## config.mk

```make
export PLATFORM = sky130hd
export DESIGN_NAME = lifo_stack_with_indexed_access
export DESIGN_NICKNAME = d
export VERILOG_FILES = /design/src/hdl/lifo_pkg.sv /design/src/hdl/lifo_stack_with_indexed_access.sv /design/src/hdl/lifo_ctrl.sv /design/src/hdl/lifo_dpath.sv
export SDC_FILE = /design/constraint.sdc
export NUM_CORES = 1
export LEC_CHECK = 0
export BUFFER_PORTS_ARGS = -buffer_cell sky130_fd_sc_hd__buf_2
export CORE_MARGIN = 4
export CORE_UTILIZATION = 45
export DETAILED_ROUTE_END_ITERATION = 12
export GPL_TIMING_DRIVEN = 0
export PLACE_DENSITY_LB_ADDON = 0.3
export SYNTH_ARGS = -nofsm -noshare
export SYNTH_HDL_FRONTEND = slang
export SYNTH_SLANG_ARGS = --single-unit
```

## constraint.sdc

```tcl
create_clock -name clk -period 7.9 [get_ports clk]
set_clock_uncertainty 0.2 [all_clocks]
set_input_delay 0.395 -clock clk [delete_from_list [all_inputs] [get_ports clk]]
set_output_delay 0.395 -clock clk [all_outputs]
set_load 0.005 [all_outputs]
```

## src/hdl/lifo_pkg.sv

```systemverilog
// lifo_pkg: command codes, status codes and the control/status structs
// shared by the stack controller and datapath. No dependencies.
`timescale 1ns / 1ps

package lifo_pkg;

  // command codes on the cmd field
  localparam logic [2:0] CMD_PUSH   = 3'd0;
  localparam logic [2:0] CMD_POP    = 3'd1;
  localparam logic [2:0] CMD_DUMP   = 3'd2;
  localparam logic [2:0] CMD_PEEK   = 3'd3;
  localparam logic [2:0] CMD_CHANGE = 3'd4;

  localparam int PLACE_W = 5;

  typedef enum logic [1:0] {
    ST_OK    = 2'd0,
    ST_FULL  = 2'd1,
    ST_EMPTY = 2'd2,
    ST_RANGE = 2'd3
  } status_t;

  typedef enum logic [1:0] {
    S_IDLE,
    S_FETCH,
    S_EMIT
  } state_t;

  // read address sources
  typedef enum logic [1:0] {
    RD_TOP,
    RD_SLOT,
    RD_BOTTOM,
    RD_WALK
  } rd_sel_t;

  // write address sources
  typedef enum logic {
    WR_TOP,
    WR_SLOT
  } wr_sel_t;

  // controller to datapath
  typedef struct packed {
    logic    take;
    logic    wr_en;
    wr_sel_t wr_sel;
    logic    cnt_inc;
    logic    cnt_dec;
    logic    rd_en;
    rd_sel_t rd_sel;
    logic    walk_clr;
    logic    walk_inc;
    logic    load_direct;
    status_t dir_status;
    logic    use_slot;
    logic    load_read;
  } dp_ctl_t;

  // datapath to controller
  typedef struct packed {
    logic empty;
    logic full;
    logic slot_ok;
    logic more;
  } dp_sts_t;

endpackage

```

## src/hdl/lifo_stack_with_indexed_access.sv

```systemverilog
// Bounded stack with push, pop, indexed peek/change and bottom-up dump.
// Push, change and errors load the response registers straight from the
// request beat; pop and peek first take the registered memory read. A new
// request is taken only once the last response beat is accepted; a dump
// streams its elements with one read and one response beat per element.
// Reset (rst, synchronous) empties the stack; memory contents are not cleared.
`timescale 1ns / 1ps

module lifo_stack_with_indexed_access import lifo_pkg::*; #(
  parameter int DEPTH = 16
) (
  input  logic               clk,
  input  logic               rst,
  input  logic               req_valid,
  output logic               req_ready,
  input  logic [2:0]         cmd,
  input  logic [7:0]         slot,
  input  logic signed [31:0] value,
  output logic               rsp_valid,
  input  logic               rsp_ready,
  output logic [1:0]         status,
  output logic signed [31:0] word,
  output logic [4:0]         place,
  output logic               last
);

  dp_ctl_t ctl;
  dp_sts_t sts;

  // command sequencer
  lifo_ctrl u_ctrl (
    .clk       (clk),
    .rst       (rst),
    .req_valid (req_valid),
    .req_ready (req_ready),
    .cmd       (cmd),
    .rsp_valid (rsp_valid),
    .rsp_ready (rsp_ready),
    .sts       (sts),
    .ctl       (ctl)
  );

  // storage and response datapath
  lifo_dpath #(
    .DEPTH (DEPTH)
  ) u_dpath (
    .clk    (clk),
    .rst    (rst),
    .cmd    (cmd),
    .slot   (slot),
    .value  (value),
    .ctl    (ctl),
    .sts    (sts),
    .status (status),
    .word   (word),
    .place  (place),
    .last   (last)
  );

endmodule

```

## src/hdl/lifo_ctrl.sv

```systemverilog
// lifo_ctrl: command sequencer for the stack; decodes each request beat and
// steps the datapath through memory reads and response beats. Uses lifo_pkg.
`timescale 1ns / 1ps

module lifo_ctrl import lifo_pkg::*; (
  input  logic       clk,
  input  logic       rst,
  input  logic       req_valid,
  output logic       req_ready,
  input  logic [2:0] cmd,
  output logic       rsp_valid,
  input  logic       rsp_ready,
  input  dp_sts_t    sts,
  output dp_ctl_t    ctl
);

  state_t state, state_next;

  // state register
  always_ff @(posedge clk) begin
    if (rst) begin
      state <= S_IDLE;
    end else begin
      state <= state_next;
    end
  end

  // next state
  always_comb begin
    state_next = state;
    unique case (state)
      S_IDLE: begin
        if (req_valid) begin
          unique case (cmd)
            CMD_PUSH: state_next = S_EMIT;
            CMD_POP, CMD_DUMP: state_next = sts.empty ? S_EMIT : S_FETCH;
            CMD_PEEK: state_next = (sts.empty || !sts.slot_ok) ? S_EMIT : S_FETCH;
            CMD_CHANGE: state_next = S_EMIT;
            default: state_next = S_IDLE;
          endcase
        end
      end
      S_FETCH: state_next = S_EMIT;
      S_EMIT: begin
        if (rsp_ready) begin
          state_next = sts.more ? S_FETCH : S_IDLE;
        end
      end
      default: state_next = S_IDLE;
    endcase
  end

  // outputs
  always_comb begin
    ctl = '0;
    ctl.wr_sel = WR_TOP;
    ctl.rd_sel = RD_TOP;
    ctl.dir_status = ST_OK;
    req_ready = 1'b0;
    rsp_valid = 1'b0;
    unique case (state)
      S_IDLE: begin
        req_ready = 1'b1;
        ctl.take = req_valid;
        if (req_valid) begin
          unique case (cmd)
            CMD_PUSH: begin
              ctl.load_direct = 1'b1;
              if (sts.full) begin
                ctl.dir_status = ST_FULL;
              end else begin
                ctl.wr_en   = 1'b1;
                ctl.wr_sel  = WR_TOP;
                ctl.cnt_inc = 1'b1;
              end
            end
            CMD_POP: begin
              if (sts.empty) begin
                ctl.load_direct = 1'b1;
                ctl.dir_status  = ST_EMPTY;
              end else begin
                ctl.cnt_dec = 1'b1;
                ctl.rd_en   = 1'b1;
                ctl.rd_sel  = RD_TOP;
              end
            end
            CMD_DUMP: begin
              if (sts.empty) begin
                ctl.load_direct = 1'b1;
                ctl.dir_status  = ST_EMPTY;
              end else begin
                ctl.rd_en    = 1'b1;
                ctl.rd_sel   = RD_BOTTOM;
                ctl.walk_clr = 1'b1;
              end
            end
            CMD_PEEK, CMD_CHANGE: begin
              if (sts.empty) begin
                ctl.load_direct = 1'b1;
                ctl.dir_status  = ST_EMPTY;
              end else if (!sts.slot_ok) begin
                ctl.load_direct = 1'b1;
                ctl.dir_status  = ST_RANGE;
              end else if (cmd == CMD_PEEK) begin
                ctl.rd_en  = 1'b1;
                ctl.rd_sel = RD_SLOT;
              end else begin
                ctl.wr_en       = 1'b1;
                ctl.wr_sel      = WR_SLOT;
                ctl.load_direct = 1'b1;
                ctl.use_slot    = 1'b1;
              end
            end
            default: ;
          endcase
        end
      end
      S_FETCH: ctl.load_read = 1'b1;
      S_EMIT: begin
        rsp_valid = 1'b1;
        if (rsp_ready && sts.more) begin
          ctl.rd_en    = 1'b1;
          ctl.rd_sel   = RD_WALK;
          ctl.walk_inc = 1'b1;
        end
      end
      default: ;
    endcase
  end

  // a read is always followed by its response beat
  a_fetch_then_emit: assert property (@(posedge clk) disable iff (rst)
    (state == S_FETCH) |=> (state == S_EMIT))
    else $error("fetch not followed by emit");

  // only one side of the stack interface is open at a time
  a_one_side: assert property (@(posedge clk) disable iff (rst)
    !(req_ready && rsp_valid))
    else $error("request and response open together");

  // a dump continuation reads the next element
  a_walk_reads: assert property (@(posedge clk) disable iff (rst)
    (rsp_valid && rsp_ready && sts.more) |=> (state == S_FETCH))
    else $error("dump step lost");

endmodule

```

## src/hdl/lifo_dpath.sv

```systemverilog
// lifo_dpath: element memory, occupancy count, dump walker and response
// registers for the stack. Uses lifo_pkg; driven by lifo_ctrl.
`timescale 1ns / 1ps

module lifo_dpath import lifo_pkg::*; #(
  parameter int DEPTH = 16
) (
  input  logic               clk,
  input  logic               rst,
  input  logic [2:0]         cmd,
  input  logic [7:0]         slot,
  input  logic signed [31:0] value,
  input  dp_ctl_t            ctl,
  output dp_sts_t            sts,
  output logic [1:0]         status,
  output logic signed [31:0] word,
  output logic [4:0]         place,
  output logic               last
);

  localparam int AW = $clog2(DEPTH);
  localparam int CW = $clog2(DEPTH + 1);

  logic signed [31:0] mem [DEPTH];
  logic signed [31:0] rd_data;
  logic [CW-1:0]      count;
  logic [AW-1:0]      walk;
  logic [7:0]         slot_q;
  logic               op_peek;
  logic               op_walk;
  logic [CW-1:0]      walk_plus;
  logic [AW-1:0]      rd_addr;
  logic [AW-1:0]      wr_addr;
  logic [AW-1:0]      slot_addr;

  assign walk_plus = CW'(walk) + CW'(1);
  assign slot_addr = AW'(count - CW'(slot));

  // status toward the controller
  assign sts.empty   = (count == '0);
  assign sts.full    = (count == CW'(DEPTH));
  assign sts.slot_ok = (slot != '0) && (slot <= 8'(count));
  assign sts.more    = op_walk && (walk_plus != count);

  // address selection
  always_comb begin
    case (ctl.rd_sel)
      RD_TOP:    rd_addr = AW'(count - CW'(1));
      RD_SLOT:   rd_addr = slot_addr;
      RD_BOTTOM: rd_addr = '0;
      RD_WALK:   rd_addr = AW'(walk_plus);
      default:   rd_addr = '0;
    endcase
    wr_addr = (ctl.wr_sel == WR_SLOT) ? slot_addr : AW'(count);
  end

  // element memory, registered read
  always_ff @(posedge clk) begin
    if (ctl.wr_en) begin
      mem[wr_addr] <= value;
    end
    if (ctl.rd_en) begin
      rd_data <= mem[rd_addr];
    end
  end

  // occupancy count
  always_ff @(posedge clk) begin
    if (rst) begin
      count <= '0;
    end else if (ctl.cnt_inc) begin
      count <= count + CW'(1);
    end else if (ctl.cnt_dec) begin
      count <= count - CW'(1);
    end
  end

  // command context and dump walker
  always_ff @(posedge clk) begin
    if (rst) begin
      op_walk <= 1'b0;
      op_peek <= 1'b0;
    end else if (ctl.take) begin
      op_walk <= (cmd == CMD_DUMP) && ctl.rd_en;
      op_peek <= (cmd == CMD_PEEK);
    end
  end

  always_ff @(posedge clk) begin
    if (ctl.take) begin
      slot_q <= slot;
    end
    if (ctl.walk_clr) begin
      walk <= '0;
    end else if (ctl.walk_inc) begin
      walk <= AW'(walk_plus);
    end
  end

  // response beat registers
  always_ff @(posedge clk) begin
    if (ctl.load_direct) begin
      status <= ctl.dir_status;
      word   <= (ctl.dir_status == ST_OK) ? value : '0;
      place  <= ctl.use_slot ? PLACE_W'(slot) : '0;
      last   <= 1'b1;
    end else if (ctl.load_read) begin
      status <= ST_OK;
      word   <= rd_data;
      if (op_walk) begin
        place <= PLACE_W'(walk_plus);
      end else if (op_peek) begin
        place <= PLACE_W'(slot_q);
      end else begin
        place <= '0;
      end
      last <= !sts.more;
    end
  end

  // count never passes capacity
  a_count_bound: assert property (@(posedge clk) disable iff (rst)
    count <= CW'(DEPTH))
    else $error("stack count above capacity");

  // a push grows the stack by one
  a_push_inc: assert property (@(posedge clk) disable iff (rst)
    ctl.cnt_inc |=> (count == $past(count) + CW'(1)))
    else $error("push did not grow count");

  // a pop shrinks the stack by one
  a_pop_dec: assert property (@(posedge clk) disable iff (rst)
    ctl.cnt_dec |=> (count == $past(count) - CW'(1)))
    else $error("pop did not shrink count");

endmodule
```

* After elaboration in Yosys (flattened, before gate mapping)
Memory sizes are Yosys's and may differ from the RTL's. A register that Yosys moved wholly into a read port is not among the register bits. Index checks and enable logic that the tools add are counted.
Storage, ports and cells: word-level logic and storage cells 107, output and inout port bits 42, register bits after elaboration 58, memory bits (writable) 512, memories 1, input port bits 47
Memory list:
- u_dpath.mem | words 16, width 32, rd ports 1, clocked after memory_dff 1, wr ports 1, RTL line lifo_dpath.sv:24 | logic signed [31:0] mem [DEPTH];
Operators by class: reduce and logical (&&, ||, !) cells 19, eq/ne operators 13, order comparisons 1, mux-type cells 59, $add $sub $neg 4
Operator list (count):
- $mux 32 | 3
- $mux 5 | 8
- $mux 3 | 7
- $mux 2 | 10
- $mux 4 | 5
- $mux 1 | 18
- $pmux 3 s3 | 2
- $pmux 4 s4 | 1
- $pmux 2 s3 | 2
- $le 8x5->1 | 1
- $mux 8 | 1
- $reduce_bool 8->1 | 1
- $eq 2x2->1 const B | 3
- $eq 3x2->1 const B | 2
- $logic_not 2->1 | 3
- $pmux 3 s2 | 1
- $reduce_or 2->1 | 3
- $add 4x1->5 const B | 1
- $add 5x1->5 const B | 1
- $eq 5x5->1 const B | 1
- $logic_not 5->1 | 1
- $ne 5x5->1 | 1
- $sub 5x1->5 const B | 1
- $eq 2x1->1 const B | 2
- other kinds (11) | 17

* Longest topological paths before layout
depth after elaboration 10, gate-level depth with buffers 14, depth with buffers taken out 11

* Hierarchy
A second synthesis with hierarchy kept.
Unflattened totals: cell total of the unflattened synthesis 1707, area total of the unflattened synthesis 24456.0 um^2
By module, submodules not included:
- lifo_dpath | cells an instance 1659, area an instance 24150.7 um^2, instances 1, sequential area each 17897.2 um^2
- lifo_ctrl | cells an instance 48, area an instance 305.3 um^2, instances 1, sequential area each 40.0 um^2

* Worst setup path before layout
OpenSTA, ideal clock, no wires.
path type reg2reg, start point register u_dpath.count[3], end point memory u_dpath.mem[4][0] (enable), period minus slack after synthesis 4.680 ns, path buffers 3, required time 7.279 ns, stages on the path, launching flop included 12, setup time 0.421 ns, path slack 3.220 ns, arrival 4.059 ns, cells stage by stage dfxtp_1 buf_2 inv_1 ha_1 a2111oi_0 a21oi_1 or4_1 clkbuf_1 nor2_1 clkbuf_1 a31oi_1 nor2_1
On the way: cells in the longest elaborated chain, start to end 9, elaborated cells between the ends (all ways) 14, those cells by class 1 x add/sub; 1 x order compare; 1 x eq/ne; 9 x mux; 2 x reduce/logical
Ends and longest elaborated chain:
- from (decl) | RTL line lifo_dpath.sv:26 | logic [CW-1:0] count;
- from (signal assigned) | RTL line lifo_dpath.sv:72 | count <= count + CW'(1);
- from (signal assigned) | RTL line lifo_dpath.sv:74 | count <= count - CW'(1);
- $le 8x5->1 | RTL line lifo_dpath.sv:42 | assign sts.slot_ok = (slot != '0) && (slot <= 8'(count));
- $logic_and 1x1->1 | RTL line lifo_dpath.sv:42
- $mux 2 | RTL line lifo_ctrl.sv:101 | end else if (!sts.slot_ok) begin
- $mux 2 | RTL line lifo_ctrl.sv:98 | if (sts.empty) begin
- $pmux 2 s2 | RTL line lifo_ctrl.sv:66 | unique case (cmd)
- $mux 8 | RTL line lifo_ctrl.sv:65 | if (req_valid) begin
- $mux 5 | RTL line lifo_ctrl.sv:61 | unique case (state)
- $mux 1 | RTL line lifo_dpath.sv:59 | if (ctl.wr_en) begin
- $mux 1 (not written as such) | RTL line lifo_dpath.sv:60 | mem[wr_addr] <= value;
- to (decl) | RTL line lifo_dpath.sv:24
Parallel ways exist; a longest one is shown, timed or not.

* Worst setup path in the final report
start point register u_dpath.count[3], end point register u_dpath.word[14] (data pin)
On the way: cells in the longest elaborated chain, start to end 10, elaborated cells between the ends (all ways) 15, those cells by class 1 x order compare; 1 x eq/ne; 10 x mux; 3 x reduce/logical
Ends and longest elaborated chain:
- $le 8x5->1 | RTL line lifo_dpath.sv:42
- $logic_and 1x1->1 | RTL line lifo_dpath.sv:42
- $mux 2 | RTL line lifo_ctrl.sv:101
- $mux 3 | RTL line lifo_ctrl.sv:98
- $pmux 3 s3 * | RTL line lifo_ctrl.sv:66
- $mux 4 * | RTL line lifo_ctrl.sv:65
- $mux 4 * | RTL line lifo_ctrl.sv:61
- $logic_not 2->1 | RTL line lifo_dpath.sv:104 | word <= (ctl.dir_status == ST_OK) ? value : '0;
- $mux 32 | RTL line lifo_dpath.sv:104
- $mux 32 * | RTL line lifo_dpath.sv:102 | if (ctl.load_direct) begin
- to (signal assigned) | RTL line lifo_dpath.sv:104
- to (signal assigned) | RTL line lifo_dpath.sv:109 | word <= rd_data;
- to (decl) | RTL line lifo_dpath.sv:16 | output logic signed [31:0] word,
Every way passes the cells marked *; elsewhere a longest branch is shown, timed or not. A chain may end at the register's enable or synchronous reset.

==> results.sh <==
export IMPL_status="finished, final reports clean"
export IMPL_nets=1588
export IMPL_routed_wl_met3_mm=4.15
export IMPL_wirelength_mm=59.8
export IMPL_wl_met1_mm=25.2
export IMPL_grt_max_degree=34
export IMPL_power_density_mw_per_mm2=238
export IMPL_syn_nets=1386
export IMPL_synth_area_per_cell_um2=17.8
export IMPL_cts_num_sinks=602
export IMPL_dr_pass1_iters=5
export IMPL_synth_seq_cells=602
export IMPL_fmax_mhz=192
export IMPL_hold_viol_final=0
export IMPL_synth_most_common_cell="edfxtp_1"
export IMPL_chipWidth_um=237
export IMPL_via_per_inst=5.84
export IMPL_routed_top_layer="met5"
export IMPL_peakVddDrop_uv=182
export IMPL_synth_common_cells="edfxtp_1 (588), mux2i_1 (217), o22ai_1 (128)"
export IMPL_worstReg2RegStart="u_dpath.count[3]"
export IMPL_reg2reg_depth=13
export IMPL_num_fill_cells=4078
export IMPL_post_drt_wl_per_cell_um=26.5
export IMPL_hold_path_depth=4
export IMPL_synth_cell_types=56
export IMPL_drc_errors=0
export IMPL_coreArea_mm2=0.0516
export IMPL_combPwrFrac=0.059
export IMPL_antenna_left=0
export IMPL_io_buffer_count=85
export IMPL_vias=13200
export IMPL_numCtsBuffers=57
export IMPL_crit_type="register to register"
export IMPL_worst_pin_slew_ns=1.26
export IMPL_worstPathRequired_ns=8.16
export IMPL_finalCriticalPeriod_ns=5.20
export IMPL_setup_violations=0
export IMPL_start_util=0.457
export IMPL_synth_top_area_share=0.748
export IMPL_cts_clk_slew_worst_paths_ns=0.06
export IMPL_swShare=0.218
export IMPL_dieArea_mm2=0.0562
export IMPL_p_leak_nw=10.3
export IMPL_route_met2_wl_mm=28.9
export IMPL_insertion_delay_ns=0.63
export IMPL_die_h_um=237
export IMPL_ys_async_sr_fraction=0
export IMPL_grt_usage=0.208
export IMPL_crit_arrival_ns=5.46
export IMPL_drtIter0Drc=1272
export IMPL_antenna_found_initial=1
export IMPL_power_frac_seq=0.539
export IMPL_antenna_cells=0
export IMPL_worstPathMaxFanout=10
export IMPL_pwr_share_clk=0.402
export IMPL_cts_root_buf="clkbuf_16"
export IMPL_yosys_top_cells_area="edfxtp_1 (75%), mux2i_1 (9.2%), o22ai_1 (3.4%)"
export IMPL_cts_tree="done"
export IMPL_tns_ns=0
export IMPL_final_max_slew_viol_count=0
export IMPL_internal_power_w=0.00514
export IMPL_synth_largest_area_cell="edfxtp_1"
export IMPL_synth_area_mm2=0.0236
export IMPL_switchingPower_w=0.00143
export IMPL_synthCells=1327
export IMPL_grt_pass1_vias=13200
export IMPL_yosysWarningCount=0
export IMPL_cap_violations=0
export IMPL_post_cts_buffers=0
export IMPL_multi_input_area_mm2=0.00536
export IMPL_cp_end_kind="register"
export IMPL_synth_edf_count=588
export IMPL_rsz0062_at_grt="false"
export IMPL_cts_resized=0
export IMPL_ys_seq_area_frac=0.760
export IMPL_fin_total_pwr_w=0.00657
export IMPL_seqCellArea_mm2=0.0179
export IMPL_min_from="cmd[2]"
export IMPL_crit_path_start="u_dpath.count[3]"
export IMPL_area_growth_pct=17.1
export IMPL_h_tree_depth=2
export IMPL_min_path_type="input port to register"
export IMPL_hold_buffers=39
export IMPL_final_period_utilization=0.658
export IMPL_clock_path_buffers=3
export IMPL_drive_gt1_frac=0.189
export IMPL_boundaryPins=89
export IMPL_synthFlopType="edfxtp_1"
export IMPL_rows=83
export IMPL_maxSlewHeadroom=0.152
export IMPL_dp_hpwl_mm=36.9
export IMPL_grt_pass1_wl_mm=86.2
export IMPL_gp_congestion=0.817
export IMPL_overflow=0
export IMPL_worstSetupStartpointType="register"
[path summary, 6_finish.rpt]
| check | slack (ns) | to |
|---|---|---|
| hold / removal | 0.07 | u_dpath.op_peek |
| setup reg to reg | 2.70 | u_dpath.word[14] |
| hold reg to reg | 0.29 | u_dpath.last |
| setup / recovery | 2.70 | u_dpath.word[14] |
[metrics by stage]
stage | cells | hold slack (ns) | utilization | setup WS [ns] | cell area (µm²)
after floorplan | 1327 | 0.246 | - | 3.22 | 23600
after global placement | 2092 | 0.252 | 0.482 | 0.929 | 24900
after detailed placement | 2111 | 0.270 | 0.493 | 2.81 | 25400
after CTS | 2256 | 0.0351 | 0.536 | 2.80 | 27600
after global routing | 2256 | 0.0984 | 0.536 | 2.47 | 27700
final | 2256 | 0.0666 | 0.536 | 2.70 | 27700
[critical path, stage by stage (launching register included)]
cell,delay [ns]
dfxtp_1,0.31
buf_2,0.18
inv_1,0.13
ha_1,0.34
a2111oi_0,0.39
a21oi_1,0.19
or4_1,0.48
clkbuf_1,0.19
nand2b_1,0.21
a31oi_1,0.19
a21oi_1,0.11
nor3_1,1.00
clkbuf_1,0.78
a22o_1,0.33
[placed cells by master (no fill, tap or decap), types with 15 or more instances in the layout]
| cell | instances |
|---|---|
| edfxtp_1 | 588 |
| nor2_1 | 21 |
| clkbuf_16 | 57 |
| or4_1 | 29 |
| o22ai_1 | 128 |
| dlygate4sd3_1 | 39 |
| clkbuf_1 | 36 |
| a22o_1 | 40 |
| buf_2 | 121 |
| mux2_2 | 36 |
| xnor2_1 | 15 |
| mux2i_1 | 217 |
| nor2_4 | 16 |
[power by group through the flow]
stage / sequential [W] / clock (W) / combinational [W]
2_1_floorplan: 0.00361 / 0 / 0.000199
3_3_place_gp: 0.00361 / 0 / 0.000360
3_5_place_dp: 0.00361 / 0 / 0.000370
4_1_cts: 0.00354 / 0.00269 / 0.000388
5_1_grt: 0.00354 / 0.00282 / 0.000413
6_report: 0.00354 / 0.00265 / 0.000387
[registers in the layout, summed over array words and instances (netlist names), 2 cells and up]
register and cells:
u_dpath.word 32, u_dpath.count 5, u_dpath.walk 4, u_dpath.status 2, u_dpath.slot_q 5, u_dpath.mem 512, u_ctrl.state 2, u_dpath.place 5
u_dpath.rd_data 32
[cell families after synthesis]
| kind of cell | share of synthesized area |
|---|---|
| DFF | 0.760 |
| xor gates and xnor gates | 0.00705 |
| adders and majority gates | 0.00668 |
| buffers and inverters | 0.0188 |
| AOI/OAI and AO/OA | 0.0624 |
| and+or+nand+nor | 0.0337 |
| muxes | 0.112 |
[final cells by class]
cell class | count | area share
plain buffers | 76 | 0.0144
clock buffers | 71 | 0.0535
clock inverters | 35 | 0.0118
inverters | 12 | 0.00163
multi-input cells | 637 | 0.194
flip-flops and latches | 602 | 0.649
well taps | 680 | 0.0308
repair buffers | 143 | 0.0454
[metal layers]
metal  up-vias  global-route usage
met2       556               0.343
li1       5787                   -
met5         -                   0
met4         2              0.0584
met1      6734               0.290
met3       100              0.0313
Power figures use the tool's default switching activity.
